`src/hw/rtl/dsfg_pkg.sv`:
```
// Shared constants, types and state encoding for the drum sample filter and fade gate.
package dsfg_pkg;

  localparam int SAMPLE_W = 24;
  localparam int INDEX_W  = 21;

  // Coefficients are unsigned Q1.16, gate values unsigned Q0.24 / Q1.24
  localparam int COEF_W = 17;
  localparam int STEP_W = 24;
  localparam int GAIN_W = 25;
  localparam int CFG_W  = (INDEX_W > STEP_W) ? INDEX_W : STEP_W;
  localparam int CFG_IDX_W = 3;

  // Shared multiplier operand widths: A carries samples/differences, B gains
  localparam int MA_W = (SAMPLE_W + 2 > INDEX_W + 1) ? SAMPLE_W + 2 : INDEX_W + 1;
  localparam int MB_W = GAIN_W + 1;
  localparam int P_W  = MA_W + MB_W;

  localparam logic [COEF_W-1:0] UNITY_Q16 = COEF_W'(65536);
  localparam logic [GAIN_W-1:0] UNITY_Q24 = GAIN_W'(1) << 24;

  typedef enum logic [CFG_IDX_W-1:0] {
    REG_HP_ENABLE   = 3'd0,
    REG_HP_COEFF    = 3'd1,
    REG_LP_COEFF    = 3'd2,
    REG_SHELF_GAIN  = 3'd3,
    REG_GATE_ENABLE = 3'd4,
    REG_GATE_START  = 3'd5,
    REG_GATE_END    = 3'd6,
    REG_GATE_STEP   = 3'd7
  } cfg_reg_t;

  typedef enum logic [3:0] {
    S_IDLE,
    S_HP_MUL,
    S_HP_ACC,
    S_LP_MUL,
    S_LP_ACC,
    S_SH_MUL,
    S_SH_ACC,
    S_GD_MUL,
    S_GD_ACC,
    S_GG_MUL,
    S_GG_ACC
  } state_t;

endpackage

```
`src/hw/rtl/dsfg_mul.sv`:
```
// Shared signed multiplier with registered product.
module dsfg_mul (
  input  logic                               clk,
  input  logic                               en,
  input  logic signed [dsfg_pkg::MA_W-1:0]   a,
  input  logic signed [dsfg_pkg::MB_W-1:0]   b,
  output logic signed [dsfg_pkg::P_W-1:0]    p
);

  logic signed [dsfg_pkg::P_W-1:0] p_r;

  always_ff @(posedge clk) begin
    if (en) begin
      p_r <= dsfg_pkg::P_W'(a) * dsfg_pkg::P_W'(b);
    end
  end

  assign p = p_r;

endmodule

```
`config.mk`:
```
export PLATFORM = sky130hd
export DESIGN_NAME = dsfg_mul
export DESIGN_NICKNAME = d
export VERILOG_FILES = /design/src/hw/rtl/dsfg_pkg.sv /design/src/hw/rtl/dsfg_mul.sv
export SDC_FILE = /design/constraint.sdc
export NUM_CORES = 2
export LEC_CHECK = 0
export ABC_AREA = 0
export BUFFER_PORTS_ARGS = -buffer_cell sky130_fd_sc_hd__buf_4
export CAP_MARGIN = 20
export CORE_ASPECT_RATIO = 1.5
export CORE_MARGIN = 2
export CORE_UTILIZATION = 55
export DETAILED_ROUTE_END_ITERATION = 8
export PLACE_DENSITY = 0.76
export SYNTH_ARGS = -nofsm -noshare
export SYNTH_HDL_FRONTEND = slang
export SYNTH_SLANG_ARGS = --single-unit
export TNS_END_PERCENT = 1
```
`constraint.sdc`:
```
create_clock -name clk -period 8.6 [get_ports clk]
set_input_delay 0.43 -clock clk [delete_from_list [all_inputs] [get_ports clk]]
set_output_delay 0.43 -clock clk [all_outputs]
set_load 0.005 [all_outputs]
```
== Word level (Yosys, flattened, before mapping) ==
Cells that the tools add are included.
W data, S select, Z words.
Cells by class
  $mul: 1
Operators with widths (number)
  $mul A26 B26 Y52: 1
Word-level totals
  register bits: 52
  output and inout bits: 52

== Longest topological paths before layout ==
  word-level depth: 1
  depth in mapped cells: 26
  mapped depth without buffers: 24

== Least setup slack after synthesis ==
OpenSTA, ideal clock, no wires.
  kind: input port to flip-flop
  from: in a[25] in the netlist's numbering
  to: reg p_r (netlist bit p[44]), data pin
  library setup time: 0.266 ns
  cell stages on the path: 22
  required time: 8.334 ns
  buffers on the path: 1
  slack: 1.614 ns
  arrival time: 6.720 ns
  path through: clkbuf_1 nand2_1 inv_1 fa_1 fa_1 inv_1 fa_1 inv_1 fa_1 fa_1 fa_1 inv_1 fa_1 inv_1 ha_1 nand2_1 or4_1 or4_1 o211ai_1 a21oi_2 o21ai_1 xor2_1
Between the ends
  longest elaborated chain between the ends: 1
RTL lines
  start: declaration: RTL line dsfg_mul.sv:5  | input logic signed [dsfg_pkg::MA_W-1:0] a,
  $mul A26 B26 Y52: RTL line dsfg_mul.sv:14  | p_r <= dsfg_pkg::P_W'(a) * dsfg_pkg::P_W'(b);
  end signal: assignment: RTL line dsfg_mul.sv:14
  end: declaration: RTL line dsfg_mul.sv:10  | logic signed [dsfg_pkg::P_W-1:0] p_r;
Every way passes these cells.
A chain may end at the register's enable or synchronous reset.

== Final worst setup path ==
  from: in b[2] in the netlist's numbering
  to: reg p_r (netlist bit p[48]), data pin
Between the ends
  longest elaborated chain between the ends: 1
RTL lines
  start: declaration: RTL line dsfg_mul.sv:6  | input logic signed [dsfg_pkg::MB_W-1:0] b,
  $mul A26 B26 Y52: RTL line dsfg_mul.sv:14
Every way passes these cells.

==> impl_metrics.json <==
{
  "ys_seq_area_share_pct": 5.97,
  "fin_area_mm2": 0.0274,
  "std_cell_rows": 97,
  "die_w_um": 182,
  "largest_reg_flops": 52,
  "dieArea_mm2": 0.0493,
  "slowest_stage": "fa_1",
  "crit_top_cell": "fa_1",
  "setup_slack_ns": 1.24,
  "ys_types": 54,
  "dr.first_iter.drc_count": 1001,
  "placed_area_mm2": 0.0272,
  "nNetsFinal": 3663,
  "cts_setup_buffers": 0,
  "area_growth_pct": 4.72,
  "cts-root-buf": "clkbuf_16",
  "startpoint_type": "primary input",
  "first_pass_iters": 6,
  "hold_start": "b[0]",
  "antenna_found_initial": 2,
  "yosysMostFrequentCell": "inv_1",
  "cts_hold_buf": 0,
  "yosys-top-cells-count": "inv_1 (737), fa_1 (710), nand2_1 (398), and2_1 (281), ha_1 (146)",
  "finalHoldViolations": 0,
  "hold_end": "p[0]$_DFFE_PP_",
  "htree_num_levels": 2,
  "cts_max_path_buffers": 2,
  "worstMarginPinSlew_ns": 0.792,
  "syn-num-nets": 3673,
  "cp.required_ns": 8.64,
  "drc": 0,
  "clock.fmax_ghz": 0.136,
  "post-place-ws_ns": 0.976,
  "hpwl_mm": 58.5,
  "final_util_pct": 58.4,
  "critPathMaxStageDelay_ns": 0.94,
  "drv_cap": 0,
  "routed-via-count": 18800,
  "grt_start_max_net_pins": 53,
  "min_path_type": "in -> reg",
  "grt_remaining_overflow": 0,
  "finalCriticalPeriod_ns": 7.36,
  "endpoint_kind": "flip-flop",
  "crit_chain": "buf_4 > nand2_1 > inv_1 > fa_1 > fa_1 > fa_1 > inv_1 > fa_1 > inv_1 > fa_1 > inv_1 > fa_1 > inv_1 > ha_1 > nand2_1 > or4_1 > or4_1 > o211ai_1 > a21oi_2 > o211ai_2 > xnor2_1",
  "routed_wl_mm": 70.3,
  "cts_resized": 0,
  "syn_inst": 2763,
  "cts.clk_slew.worst_paths_ns": 0.08,
  "cts_tree": "yes",
  "holdPathStages": 2,
  "grt_pass1_wl_mm": 112,
  "avgSynthCellArea_um2": 9.46,
  "gp_congestion": 0.947,
  "register_area_mm2": 0.00156,
  "status": "completed",
  "synth_area_leaders": "fa_1 (54%), inv_1 (11%), ha_1 (7.0%)",
  "min_period_over_period_pct": 85.6,
  "start_util_pct": 55.8,
  "multiInputGateArea_mm2": 0.0213,
  "arrival_ns": 7.40,
  "slew_headroom_pct": 47.0,
  "synth-main-ff-cell": "edfxtp_1",
  "io_pins": 106,
  "setup_viol": 0,
  "ant_nets": 0,
  "grt_setup_unrepaired": "false",
  "syn_area_mm2": 0.0261,
  "synth_top_area_share_pct": 54.4,
  "track_usage_pct": 29.9,
  "async_flop_share_pct": 0,
  "synth_edf_count": 52,
  "first_global_vias": 21700,
  "port-buffer-count": 105,
  "core_mm2": 0.0468,
  "ys_ff_latch": 52,
  "wl_per_cell_um": 21.0,
  "fillCellCount": 4000,
  "drv_slew": 0,
  "final_layout_size_suffix_gt1_share_pct": 4.76,
  "ys_warn_count": 0,
  "fin_tns_setup_ns": 0,
  "crit_type": "in -> reg",
  "vias_per_cell": 5.60,
  "die_h_um": 271,
  "cts_buffers": 5,
  "cts.sinks": 52,
  "netlist.top_cell.by_area": "fa_1",
  "path_max_fanout": 26
}
==> placed cells by master (no fill, tap or decap), types with 4 or more instances in the layout <==
cell         n
nor3_1       4
xor2_1      11
nand2b_1     7
nand3_1     11
a31oi_1      4
edfxtp_1    52
nand2_1    398
ha_1       146
a21oi_1     55
o21bai_1     8
fa_1       710
and2_1     281
o21a_1       4
buf_4      106
o211ai_1     7
o21ai_0     25
nand4_1     11
a211oi_1     8
inv_1      737
xnor2_1     46
nor2_1      50
a21o_1      18
clkbuf_16    5
==> cells by family (layout without fill, tap and decap cells) <==
group / count (synthesis) / after routing / share of synthesized area [%]
AND/OR/NAND/NOR: 778 / 778 / 14.3
other: 0 / 2 / 0
buffers and inverters: 860 / 851 / 12.4
AO/OA/AOI/OAI: 160 / 160 / 4.08
adder cells (fa/ha/maj): 856 / 856 / 61.4
flip-flops: 52 / 52 / 5.97
XOR/XNOR: 57 / 57 / 1.91
==> critical path: cells and delay by family <==
| kind | cells | cell delay [ns] |
|---|---|---|
| adders and majority gates | 7 | 3.95 |
| and+or+nand+nor | 4 | 1.29 |
| buffers and inverters | 6 | 0.99 |
| AOI/OAI and AO/OA | 3 | 0.61 |
| xor gates and xnor gates | 1 | 0.09 |
==> per-layer routing <==
layer | vias up | part of all wire (%) | track usage [%]
met5 | - | 0 | 0
met3 | 339 | 4.7 | 2.77
met2 | 806 | 55 | 55.6
met4 | 0 | 10 | 25.6
met1 | 9726 | 30 | 29.5
li1 | 7902 | - | -
==> cell type report <==
type,instances,share of cell area [%]
multi-input cells,1851,78.0
inverters,737,10.1
flip-flops and latches,52,5.71
repair buffers,106,2.91
well taps,594,2.72
clock buffers,5,0.457
clock inverters,3,0.0960
diodes,2,0.0183
==> how the worst max path moves through the flow <==
stage / start / to / slack [ns] / depth (start not counted)
floorplan: a[25] / p[44]$_DFFE_PP_ / 1.61 / 22
global placement: b[2] / p[44]$_DFFE_PP_ / 1.11 / 22
detailed placement: b[2] / p[44]$_DFFE_PP_ / 0.98 / 21
CTS: b[2] / p[44]$_DFFE_PP_ / 1.28 / 21
global route: b[2] / p[44]$_DFFE_PP_ / 0.90 / 21
finish: b[2] / p[48]$_DFFE_PP_ / 1.24 / 21
==> metrics by stage <==
step	std cells	hold slack, ns
6_report	3350	0.658
5_1_grt	3350	0.674
4_1_cts	3348	0.649
3_5_place_dp	3340	0.828
3_3_place_gp	3340	0.830
2_1_floorplan	2763	0.542
Power is not shown: default switching activity piles up to over one toggle a cycle in this logic, so the estimate is an artifact.
